<file path="src/rtl/core/assert_macros.svh">
// Assertion helpers shared by the RTL.
`ifndef ASSERT_MACROS_SVH
`define ASSERT_MACROS_SVH

// Checked only while out of reset.
`define ATRW_ASSERT(lbl, clk, rst, prop, msg) \
   lbl: assert property (@(posedge clk) disable iff (rst) (prop)) else $error(msg);

// Checked at every edge, reset included.
`define ATRW_ASSERT_ALWAYS(lbl, clk, prop, msg) \
   lbl: assert property (@(posedge clk) (prop)) else $error(msg);

`endif

</file>
<file path="src/rtl/core/atrw_pkg.sv">
package atrw_pkg;

   localparam int DEF_MAX_PERIOD = 64;
   localparam int DEF_PRICE_BITS = 32;

   localparam int FIELD_BITS  = 32;
   localparam int PERIOD_BITS = 7;
   localparam int AVG_BITS    = 40;
   localparam int FRAC_BITS   = 8;

   localparam logic [PERIOD_BITS-1:0] PERIOD_RESET = 7'd14;

   typedef struct packed {
      logic [FIELD_BITS-1:0] bar_high;
      logic [FIELD_BITS-1:0] bar_low;
      logic [FIELD_BITS-1:0] bar_close;
   } atrw_req_type;

   typedef struct packed {
      logic [FIELD_BITS-1:0] bar_range;
      logic                  range_valid;
      logic [AVG_BITS-1:0]   avg_range_q8;
      logic                  avg_valid;
   } atrw_rsp_type;

   typedef enum logic [2:0] {
      ST_IDLE,
      ST_RANGE,
      ST_UPDATE,
      ST_CHECK,
      ST_DIV,
      ST_OUT
   } atrw_state_type;

endpackage

</file>
<file path="src/rtl/core/atrw_ram.sv">
module atrw_ram #(
   parameter int WIDTH = 32,
   parameter int DEPTH = 64
) (
   input  logic                     clock,
   input  logic                     wr_en,
   input  logic [$clog2(DEPTH)-1:0] wr_addr,
   input  logic [WIDTH-1:0]         wr_data,
   input  logic [$clog2(DEPTH)-1:0] rd_addr,
   output logic [WIDTH-1:0]         rd_data
);

   logic [WIDTH-1:0] mem_ff [DEPTH];
   logic [WIDTH-1:0] rd_data_ff;

   always_ff @(posedge clock) begin
      if (wr_en) begin
         mem_ff[wr_addr] <= wr_data;
      end
      rd_data_ff <= mem_ff[rd_addr];
   end

   assign rd_data = rd_data_ff;

endmodule

</file>
<file path="src/rtl/core/atrw_div.sv">
module atrw_div import atrw_pkg::*; #(
   parameter int DIVIDEND_BITS = 46,
   parameter int DIVISOR_BITS  = 7
) (
   input  logic                     clock,
   input  logic                     reset,
   input  logic                     start,
   input  logic [DIVIDEND_BITS-1:0] dividend,
   input  logic [DIVISOR_BITS-1:0]  divisor,
   output logic                     done,
   output logic [DIVIDEND_BITS-1:0] quotient
);

   localparam int CNT_BITS = $clog2(DIVIDEND_BITS + 1);

   logic                     busy_ff, busy_in;
   logic                     done_ff, done_in;
   logic [CNT_BITS-1:0]      cnt_ff, cnt_in;
   logic [DIVISOR_BITS-1:0]  rem_ff, rem_in;
   logic [DIVISOR_BITS-1:0]  dsr_ff, dsr_in;
   logic [DIVIDEND_BITS-1:0] quo_ff, quo_in;
   logic [DIVISOR_BITS:0]    trial;
   logic                     fits;

   assign trial = {rem_ff, quo_ff[DIVIDEND_BITS-1]};
   assign fits  = trial >= {1'b0, dsr_ff};

   always_comb begin
      busy_in = busy_ff;
      done_in = 1'b0;
      cnt_in  = cnt_ff;
      rem_in  = rem_ff;
      dsr_in  = dsr_ff;
      quo_in  = quo_ff;
      if (start) begin
         busy_in = 1'b1;
         cnt_in  = CNT_BITS'(DIVIDEND_BITS);
         rem_in  = '0;
         dsr_in  = divisor;
         quo_in  = dividend;
      end else if (busy_ff) begin
         rem_in = fits ? DIVISOR_BITS'(trial - {1'b0, dsr_ff}) : DIVISOR_BITS'(trial);
         quo_in = {quo_ff[DIVIDEND_BITS-2:0], fits};
         cnt_in = cnt_ff - CNT_BITS'(1);
         if (cnt_ff == CNT_BITS'(1)) begin
            busy_in = 1'b0;
            done_in = 1'b1;
         end
      end
   end

   always_ff @(posedge clock) begin
      if (reset) begin
         busy_ff <= 1'b0;
         done_ff <= 1'b0;
         cnt_ff  <= '0;
      end else begin
         busy_ff <= busy_in;
         done_ff <= done_in;
         cnt_ff  <= cnt_in;
      end
      rem_ff <= rem_in;
      dsr_ff <= dsr_in;
      quo_ff <= quo_in;
   end

   assign done     = done_ff;
   assign quotient = quo_ff;

endmodule

</file>
<file path="src/rtl/core/average_true_range_window_core.sv">
// A bar without a full window skips the divider; a bar with one waits for the
// one-bit-per-cycle divider, which divides the window sum by the period.
// The core takes a new bar only in ST_IDLE, after the last result is registered.
// Reset: synchronous; period 14, history and previous close cleared, no memory sweep.
`include "assert_macros.svh"

module average_true_range_window_core import atrw_pkg::*; #(
   parameter int MAX_PERIOD = DEF_MAX_PERIOD,
   parameter int PRICE_BITS = DEF_PRICE_BITS
) (
   input  logic                   clock,
   input  logic                   reset,
   input  logic                   req_valid,
   output logic                   req_ready,
   input  atrw_req_type           req_data,
   output logic                   rsp_valid,
   input  logic                   rsp_ready,
   output atrw_rsp_type           rsp_data,
   input  logic                   csr_valid,
   output logic                   csr_ready,
   input  logic [PERIOD_BITS-1:0] csr_wdata
);

   localparam int AW  = $clog2(MAX_PERIOD);
   localparam int PW  = $clog2(MAX_PERIOD + 1);
   localparam int CW  = (PW > PERIOD_BITS) ? PW : PERIOD_BITS;
   localparam int SW  = PRICE_BITS + $clog2(MAX_PERIOD);
   localparam int DW  = SW + FRAC_BITS;

   atrw_state_type state_ff, state_in;

   logic [PERIOD_BITS-1:0] period_ff, period_in;
   logic [PRICE_BITS-1:0]  hi_ff, hi_in, lo_ff, lo_in, cl_ff, cl_in;
   logic [PRICE_BITS-1:0]  last_close_ff, last_close_in;
   logic                   have_ff, have_in;
   logic [PRICE_BITS-1:0]  tr_ff, tr_in;
   logic                   rv_ff, rv_in;
   logic [SW-1:0]          sum_ff, sum_in;
   logic [AW-1:0]          pos_ff, pos_in;
   logic [PW-1:0]          seen_ff, seen_in;
   logic [AVG_BITS-1:0]    avg_ff, avg_in;
   logic                   av_ff, av_in;
   logic                   rsp_valid_ff, rsp_valid_in;
   atrw_rsp_type           rsp_ff, rsp_in;

   logic [CW-1:0]          period_ext;
   logic [PW-1:0]          eff_p;
   logic                   full;
   logic [PW-1:0]          pos_next;
   logic [PRICE_BITS-1:0]  d_a, d_b, d_c, tr_max;
   logic                   req_fire, csr_fire, out_free;
   logic                   ram_we, div_start, div_done;
   logic [PRICE_BITS-1:0]  ram_rdata;
   logic [DW-1:0]          quotient;

   assign period_ext = CW'(period_ff);
   always_comb begin
      if (period_ext == '0) begin
         eff_p = PW'(1);
      end else if (period_ext > CW'(MAX_PERIOD)) begin
         eff_p = PW'(MAX_PERIOD);
      end else begin
         eff_p = PW'(period_ext);
      end
   end

   assign full     = seen_ff >= eff_p;
   assign pos_next = PW'(pos_ff) + PW'(1);
   assign req_fire = req_valid && req_ready;
   assign csr_fire = csr_valid && csr_ready;
   assign out_free = !rsp_valid_ff || rsp_ready;

   assign d_a    = (hi_ff > lo_ff) ? hi_ff - lo_ff : '0;
   assign d_b    = (hi_ff >= last_close_ff) ? hi_ff - last_close_ff : last_close_ff - hi_ff;
   assign d_c    = (lo_ff >= last_close_ff) ? lo_ff - last_close_ff : last_close_ff - lo_ff;
   always_comb begin
      tr_max = d_a;
      if (d_b > tr_max) begin
         tr_max = d_b;
      end
      if (d_c > tr_max) begin
         tr_max = d_c;
      end
   end

   always_comb begin
      state_in = state_ff;
      case (state_ff)
         ST_IDLE: begin
            if (req_fire) begin
               state_in = ST_RANGE;
            end
         end
         ST_RANGE: begin
            state_in = have_ff ? ST_UPDATE : ST_CHECK;
         end
         ST_UPDATE: begin
            state_in = ST_CHECK;
         end
         ST_CHECK: begin
            state_in = full ? ST_DIV : ST_OUT;
         end
         ST_DIV: begin
            if (div_done) begin
               state_in = ST_OUT;
            end
         end
         ST_OUT: begin
            if (out_free) begin
               state_in = ST_IDLE;
            end
         end
         default: begin
            state_in = ST_IDLE;
         end
      endcase
   end

   always_comb begin
      req_ready = 1'b0;
      csr_ready = 1'b0;
      ram_we    = 1'b0;
      div_start = 1'b0;
      case (state_ff)
         ST_IDLE: begin
            req_ready = 1'b1;
            csr_ready = 1'b1;
         end
         ST_UPDATE: begin
            ram_we = 1'b1;
         end
         ST_CHECK: begin
            div_start = full;
         end
         default: begin
         end
      endcase
   end

   always_comb begin
      period_in     = period_ff;
      hi_in         = hi_ff;
      lo_in         = lo_ff;
      cl_in         = cl_ff;
      last_close_in = last_close_ff;
      have_in       = have_ff;
      tr_in         = tr_ff;
      rv_in         = rv_ff;
      sum_in        = sum_ff;
      pos_in        = pos_ff;
      seen_in       = seen_ff;
      avg_in        = avg_ff;
      av_in         = av_ff;
      rsp_in        = rsp_ff;
      rsp_valid_in  = rsp_valid_ff;

      if (rsp_valid_ff && rsp_ready) begin
         rsp_valid_in = 1'b0;
      end
      if (req_fire) begin
         hi_in = PRICE_BITS'(req_data.bar_high);
         lo_in = PRICE_BITS'(req_data.bar_low);
         cl_in = PRICE_BITS'(req_data.bar_close);
      end
      if (csr_fire) begin
         period_in = csr_wdata;
         sum_in    = '0;
         pos_in    = '0;
         seen_in   = '0;
      end

      case (state_ff)
         ST_RANGE: begin
            tr_in         = have_ff ? tr_max : '0;
            rv_in         = have_ff;
            last_close_in = cl_ff;
            have_in       = 1'b1;
         end
         ST_UPDATE: begin
            sum_in  = sum_ff - (full ? SW'(ram_rdata) : SW'(0)) + SW'(tr_ff);
            pos_in  = (pos_next >= eff_p) ? '0 : AW'(pos_next);
            seen_in = full ? seen_ff : seen_ff + PW'(1);
         end
         ST_CHECK: begin
            avg_in = '0;
            av_in  = full;
         end
         ST_DIV: begin
            if (div_done) begin
               avg_in = AVG_BITS'(quotient);
            end
         end
         ST_OUT: begin
            if (out_free) begin
               rsp_in.bar_range    = FIELD_BITS'(tr_ff);
               rsp_in.range_valid  = rv_ff;
               rsp_in.avg_range_q8 = avg_ff;
               rsp_in.avg_valid    = av_ff;
               rsp_valid_in        = 1'b1;
            end
         end
         default: begin
         end
      endcase
   end

   always_ff @(posedge clock) begin
      if (reset) begin
         state_ff      <= ST_IDLE;
         period_ff     <= PERIOD_RESET;
         last_close_ff <= '0;
         have_ff       <= 1'b0;
         sum_ff        <= '0;
         pos_ff        <= '0;
         seen_ff       <= '0;
         rsp_valid_ff  <= 1'b0;
      end else begin
         state_ff      <= state_in;
         period_ff     <= period_in;
         last_close_ff <= last_close_in;
         have_ff       <= have_in;
         sum_ff        <= sum_in;
         pos_ff        <= pos_in;
         seen_ff       <= seen_in;
         rsp_valid_ff  <= rsp_valid_in;
      end
      hi_ff  <= hi_in;
      lo_ff  <= lo_in;
      cl_ff  <= cl_in;
      tr_ff  <= tr_in;
      rv_ff  <= rv_in;
      avg_ff <= avg_in;
      av_ff  <= av_in;
      rsp_ff <= rsp_in;
   end

   atrw_ram #(
      .WIDTH (PRICE_BITS),
      .DEPTH (MAX_PERIOD)
   ) u_ring (
      .clock   (clock),
      .wr_en   (ram_we),
      .wr_addr (pos_ff),
      .wr_data (tr_ff),
      .rd_addr (pos_ff),
      .rd_data (ram_rdata)
   );

   atrw_div #(
      .DIVIDEND_BITS (DW),
      .DIVISOR_BITS  (PW)
   ) u_div (
      .clock    (clock),
      .reset    (reset),
      .start    (div_start),
      .dividend ({sum_ff, FRAC_BITS'(0)}),
      .divisor  (eff_p),
      .done     (div_done),
      .quotient (quotient)
   );

   assign rsp_valid = rsp_valid_ff;
   assign rsp_data  = rsp_ff;

   `ATRW_ASSERT(a_seen_bound, clock, reset, seen_ff <= eff_p || $past(csr_fire), "ranges seen above period")
   `ATRW_ASSERT(a_pos_bound, clock, reset, PW'(pos_ff) < PW'(MAX_PERIOD), "ring position out of range")
   `ATRW_ASSERT(a_div_done_state, clock, reset, div_done |-> state_ff == ST_DIV, "divider done outside division")
   `ATRW_ASSERT(a_rsp_from_out, clock, reset, $rose(rsp_valid_ff) |-> $past(state_ff == ST_OUT), "result raised outside output step")

endmodule
</file>
<file path="config.mk">
export PLATFORM = sky130hd
export DESIGN_NAME = average_true_range_window_core
export DESIGN_NICKNAME = d
export VERILOG_FILES = /design/src/rtl/core/atrw_pkg.sv /design/src/rtl/core/atrw_ram.sv /design/src/rtl/core/atrw_div.sv /design/src/rtl/core/average_true_range_window_core.sv
export VERILOG_INCLUDE_DIRS = /design/src /design/src/rtl/core
export SDC_FILE = /design/constraint.sdc
export NUM_CORES = 2
export LEC_CHECK = 0
export BUFFER_PORTS_ARGS = -buffer_cell sky130_fd_sc_hd__buf_2
export CORE_MARGIN = 4
export CORE_UTILIZATION = 50
export DETAILED_ROUTE_END_ITERATION = 12
export GPL_TIMING_DRIVEN = 0
export PLACE_DENSITY = 0.66
export SLEW_MARGIN = 20
export SYNTH_ARGS = -nofsm -noshare
export SYNTH_HDL_FRONTEND = slang
export SYNTH_HIERARCHICAL = 1
export SYNTH_SLANG_ARGS = --single-unit
</file>
<file path="constraint.sdc">
create_clock -name clock -period 17.6 [get_ports clock]
set_input_delay 5.28 -clock clock [delete_from_list [all_inputs] [get_ports clock]]
set_output_delay 5.28 -clock clock [all_outputs]
set_load 0.01 [all_outputs]
</file>
Yosys cells after proc, flatten, opt, wreduce, memory -nomap -nowiden
Memory sizes are Yosys's and may differ from the RTL's. A register that Yosys moved wholly into a read port is not among the register bits. Cells that the tools add are included.

Flip-flop bits (word level): 407. RAM bits: 2048. Output and inout bits: 77. Word-level logic and storage cells: 116. Memories: 1.

Memory list: u_ring.mem_ff (depth 64, bits a word 32, rd ports 1, clocked after Yosys merged registers in 1, write ports 1, line atrw_ram.sv:13) `logic [WIDTH-1:0] mem_ff [DEPTH];`.

$add $sub $neg: 11. Order comparisons: 9. Equality and inequality tests: 10. Mux-type cells: 41. Bitwise logic cells: 1. Reduce and logical (&&, ||, !) cells: 16.

Operators with widths (number): $mux W32 (6); $sub A32 B32 Y32 (5); $gt A32 B32 Y1 (3); $mux W46 (2); $pmux W40 S2 (1); $mux W38 (2); $ge A32 B32 Y1 (2); $mux W7 (6); $mux W40 (1); $add A38 B32 Y38 (1); $sub A38 B32 Y38 (1); $mux W6 (5); $pmux W3 S6 (1); $ge A7 B7 Y1 (2); $mux W1 (14); $mux W3 (3); $ge A8 B7 Y1 (1); $add A6 B1 Y7 const B (1); $add A7 B1 Y7 const B (1); $gt A7 B7 Y1 const B (1); $logic_not A7 Y1 (1); $sub A7 B7 Y7 (1); $eq A3 B2 Y1 const B (2); $eq A3 B3 Y1 const B (2); other kinds (15) (23).

Logic depth before layout (Yosys ltp)
Depth after elaboration: 8. Depth in mapped cells: 40. Mapped depth without buffers: 38.

Modules after synthesis
Netlist, hierarchy kept.

By module, submodules not included: atrw_ram (instances 1, cells each 3324, area each 78515.3 um2, sequential area each 62139.6 um2); average_true_range_window_core (instances 1, cells each 2806, area each 25246.7 um2, sequential area each 9228.9 um2); atrw_div (instances 1, cells each 245, area each 3334.4 um2, sequential area each 1891.8 um2).

Least setup slack after synthesis
OpenSTA, ideal clock, no wires.

Path kind: input port to flip-flop. Start point: input rsp_ready. End point: register rsp_ff, in the netlist rsp_data[0], enable pin. Setup time: 507 ps. Arrival: 8560 ps. Slack: 8534 ps. Stages: 3. Cells stage by stage: nand2b_1 nand2_1 nor2_1.

Longest elaborated chain between the ends: 2.

RTL lines: start: declaration (line average_true_range_window_core.sv:17) `input logic rsp_ready,`; $logic_or A1 B1 Y1 (line average_true_range_window_core.sv:71) `assign out_free = !rsp_valid_ff || rsp_ready;`; $reduce_and A2 Y1 (no line); end signal: assignment (line average_true_range_window_core.sv:234) `rsp_ff <= rsp_in;`; end: declaration (line average_true_range_window_core.sv:44) `atrw_rsp_type rsp_ff, rsp_in;`.

No other way between the ends. A chain may end at the register's enable or synchronous reset.

Worst setup path in the final report
Start point: register last_close_ff[1]. End point: register tr_ff[26], data pin.

Longest elaborated chain between the ends: 6.

RTL lines: start: declaration (line average_true_range_window_core.sv:34) `logic [PRICE_BITS-1:0] last_close_ff, last_close_in;`; start signal: assignment (line average_true_range_window_core.sv:220) `last_close_ff <= last_close_in;`; $sub A32 B32 Y32 / $ge A32 B32 Y1 (equally long branches) (line average_true_range_window_core.sv:74) `assign d_b = (hi_ff >= last_close_ff) ? hi_ff - last_close_ff : last_close_ff - hi_ff;`; $mux W32 (line average_true_range_window_core.sv:74); $gt A32 B32 Y1 (line average_true_range_window_core.sv:78) `if (d_b > tr_max) begin`; $mux W32 (line average_true_range_window_core.sv:78); $gt A32 B32 Y1 (line average_true_range_window_core.sv:81) `if (d_c > tr_max) begin`; $mux W32 * (line average_true_range_window_core.sv:81); end signal: assignment (line average_true_range_window_core.sv:230) `tr_ff <= tr_in;`; end: declaration (line average_true_range_window_core.sv:36) `logic [PRICE_BITS-1:0] tr_ff, tr_in;`.

Mark *: on every way between the ends. The rest lies on a longest branch, timed or not.

==> results.cfg <==
[clock_network]
cts_resized = 0
cts_tree = built
hold_buffers = 0
clock_path_buffers = 3
clock_latency_ps = 910
cts_made_buffers = 240
post-cts-setup-buffers = 0
cts-root-buf = clkbuf_16
ctsHtreeMaxLevel = 4
clk_pin_slew_ps = 60
cts_sinks = 2487

[route]
vias = 63750
totalWireLength_um = 329400
drc_errors = 0
first_iter_violations = 9052
drt-pass1-iter-count = 6
drt-wirelength-per-cell_um = 32.71
avgViaCountPerCell = 6.332
ant_nets = 0

[die]
die_w_um = 470.8
die_h_um = 470.8
start_util = 0.5040
dieArea_um2 = 221700
core-area_um2 = 212500
rows = 169
ios = 185

[critical_path]
r2r-start = last_close_ff[1]
crit_family = compound AO/OA/AOI/OAI gates
cpMostUsedCell = nor2_1
r2r_cells = 35
slowest_delay_ps = 630
critPathSlowestCell = xor2_1
endpoint_kind = flip-flop
worst-path-buf-inv = 6
startpoint_type = flip-flop
rr_endpoint = tr_ff[26]
arrival_ps = 11800
path_class = reg2reg
crit_fanout = 10
r2r_setup_slack_ps = 6400
required_ps = 18200

[timing]
fmax_mhz = 89.28
hold_violations = 0
period_minus_slack_ps = 11200
fin_tns_setup_ps = 0
relSlewSlack = 0.1556
worst_slew_pin_slew_ps = 1267
fin_skew_ps = 89.03
setup_violations = 0
period_share = 0.6364
rsz0062_at_grt = no
maxSlewViolCount = 0

[placement]
dp.cells = 9618
portBuffers = 184
gp_congestion = 0.9391
dp_hpwl_um = 235000

[logic_synthesis]
synth_cell_types = 101
syn_area_um2 = 107100
synthFlopType = edfxtp_1
synth_top_area_frac = 0.6575
netlist_top_cells_area = edfxtp_1 (66%), mux4_2 (11%), ha_1 (3.3%), dfxtp_1 (2.7%), a21oi_1 (1.6%)
synth_seq_cells = 2487
avgSynthCellArea_um2 = 16.80
synth_warnings = 6
async_flop_share = 0
synth_cells = 6375
synth-edff-count = 2345
synth_top_area_cell = edfxtp_1
ys_seq_area_frac = 0.6841

[final_layout]
multi_input_area_um2 = 31710
layout.area.seq_um2 = 73260
n_fill_cell = 15560
syn2layout_area_growth_pct = 16.41
drive_above_1_share = 0.2222
instances_no_fill = 10070
layout.nets = 7471

[global_routing]
antenna_found_initial = 19
grt_overflow = 0
grt_pass1_vias = 61730
grt_pass1_wl_um = 463300
grt_start_max_net_pins = 62
track_usage = 0.2945

[power]
p_int_mw = 12.90
sequentialPowerShare = 0.388
pwr-share-clk = 0.259
p_comb_frac = 0.353
p_sw_frac = 0.3537
ir_worst_vdd_v = 0.0001450
power_density_nw_per_um2 = 160.1
p_sw_mw = 7.061
p_leak_nw = 41.62

[hold_path]
holdPathEnd = rsp_data[26]
min_from = avg_ff[25]
whs_path_depth = 0
hp-class = reg2reg

[flow_run]
cap_violations = 0

[run_status]
status = finished clean
placed cells by master, fill, tap and decap left out, types with 25 or more instances in the layout:
| master | Yosys | routed |
|---|---|---|
| mux2_2 | 52 | 52 |
| nand2_1 | 321 | 321 |
| nor2b_1 | 48 | 48 |
| mux4_2 | 544 | 544 |
| a31oi_1 | 29 | 29 |
| o21ai_0 | 159 | 159 |
| a21o_1 | 109 | 108 |
| xnor2_1 | 79 | 79 |
| clkinv_2 | 0 | 40 |
| buf_4 | 33 | 42 |
| o22ai_1 | 90 | 90 |
| ha_1 | 285 | 285 |
| a22oi_1 | 28 | 28 |
| buf_16 | 0 | 80 |
| nand2b_1 | 35 | 35 |
| xor2_1 | 57 | 57 |
| clkbuf_1 | 170 | 210 |
| nor2_1 | 315 | 252 |
| o221ai_1 | 34 | 34 |
| nand3_1 | 57 | 57 |
| buf_1 | 30 | 26 |
| and2_1 | 88 | 87 |
| buf_8 | 0 | 85 |
| edfxtp_1 | 2345 | 2345 |
| mux2i_1 | 117 | 117 |
| dfxtp_1 | 142 | 142 |
| a211oi_1 | 30 | 30 |
| buf_2 | 80 | 268 |
| nand4_1 | 44 | 44 |
| bufinv_16 | 0 | 25 |
| fa_1 | 38 | 38 |
| a21oi_1 | 333 | 332 |
| nor2_4 | 1 | 64 |
| clkinv_1 | 1 | 46 |
| clkbuf_16 | 0 | 242 |
| buf_12 | 0 | 54 |
| nor3_1 | 44 | 42 |
| inv_1 | 302 | 302 |
stage by stage:
step | worst slack (ps) | total power, mW | utilization | hold slack [ps] | instance area (µm²)
floorplan | 8534 | 12.07 | - | 400.3 | 107100
global placement | 6672 | 14.36 | 0.5250 | 401.6 | 111600
detailed placement | 6634 | 14.77 | 0.5494 | 405.4 | 116700
CTS | 6613 | 19.92 | 0.5865 | 420.5 | 124600
global route | 5901 | 20.86 | 0.5866 | 428.0 | 124700
finish | 6399 | 19.96 | 0.5866 | 418.5 | 124700
registers in the layout, summed over array words and instances (netlist names), 32 cells and up:
signal and cells:
u_div/quotient 46, hi_ff 32, last_close_ff 32, u_ring/mem_ff 2048, cl_ff 32, avg_ff 40
tr_ff 32, lo_ff 32, sum_ff 38, rsp_data 74, u_ring/rd_data 32
power by group through the flow:
stage                     logic, mW  clock network, mW  registers [mW]
after detailed placement       6.90                  0            7.87
final                          7.04               5.17            7.75
after floorplan                4.02                  0            8.05
after global placement         5.66                  0            8.70
after global routing           7.60               5.49            7.77
after CTS                      6.94               5.23            7.75
Yosys cell counts, drive strengths merged (44+ instances only):
| master | n |
|---|---|
| a21o | 109 |
| a21oi | 335 |
| and2 | 88 |
| buf | 150 |
| clkbuf | 172 |
| dfxtp | 142 |
| edfxtp | 2345 |
| ha | 285 |
| inv | 303 |
| mux2 | 52 |
| mux2i | 118 |
| mux4 | 544 |
| nand2 | 321 |
| nand3 | 59 |
| nand4 | 45 |
| nor2 | 316 |
| nor2b | 48 |
| nor3 | 44 |
| o21ai | 166 |
| o22ai | 91 |
| xnor2 | 79 |
| xor2 | 57 |
metal layers:
metal	track usage	part of all wire
met1	0.4012	0.37
met2	0.4572	0.46
met3	0.06797	0.11
met4	0.1302	0.053
met5	0	0.000082
kinds of logic (layout without fill, tap and decap cells):
logic type | Yosys count | in the layout | synth area share
AO/OA/AOI/OAI | 1034 | 1034 | 0.06239
XOR/XNOR | 136 | 136 | 0.01112
adder cells (fa/ha/maj) | 323 | 323 | 0.04040
buffers and inverters | 626 | 1485 | 0.02465
flip-flops | 2487 | 2487 | 0.6841
multiplexers | 714 | 714 | 0.1309
other | 1 | 15 | 0.00003502
AND/OR/NAND/NOR | 1054 | 1054 | 0.04642
worst max path at each step:
| stage | end | slack (ps) | from | depth (start not counted) |
|---|---|---|---|---|
| 3_5_place_dp | tr_ff[26] | 6630 | last_close_ff[1] | 35 |
| 4_1_cts | tr_ff[26] | 6610 | last_close_ff[1] | 35 |
| 2_1_floorplan | rsp_data[0] | 8530 | rsp_ready | 3 |
| 3_3_place_gp | tr_ff[26] | 6670 | last_close_ff[1] | 35 |
| 5_1_grt | tr_ff[26] | 5900 | last_close_ff[1] | 35 |
| 6_report | tr_ff[26] | 6400 | last_close_ff[1] | 35 |
area by class of cell:
class                   instances  area share
diodes                          7   0.0001405
plain buffers                 322     0.01226
clock buffers                 306     0.05082
clock inverters               137     0.01241
inverters                     304    0.009153
multi-input cells            3269      0.2544
flip-flops and latches       2487      0.5876
well taps                    2821     0.02831
repair buffers                416     0.04486
No activity file was read; power rests on OpenSTA's default activity.
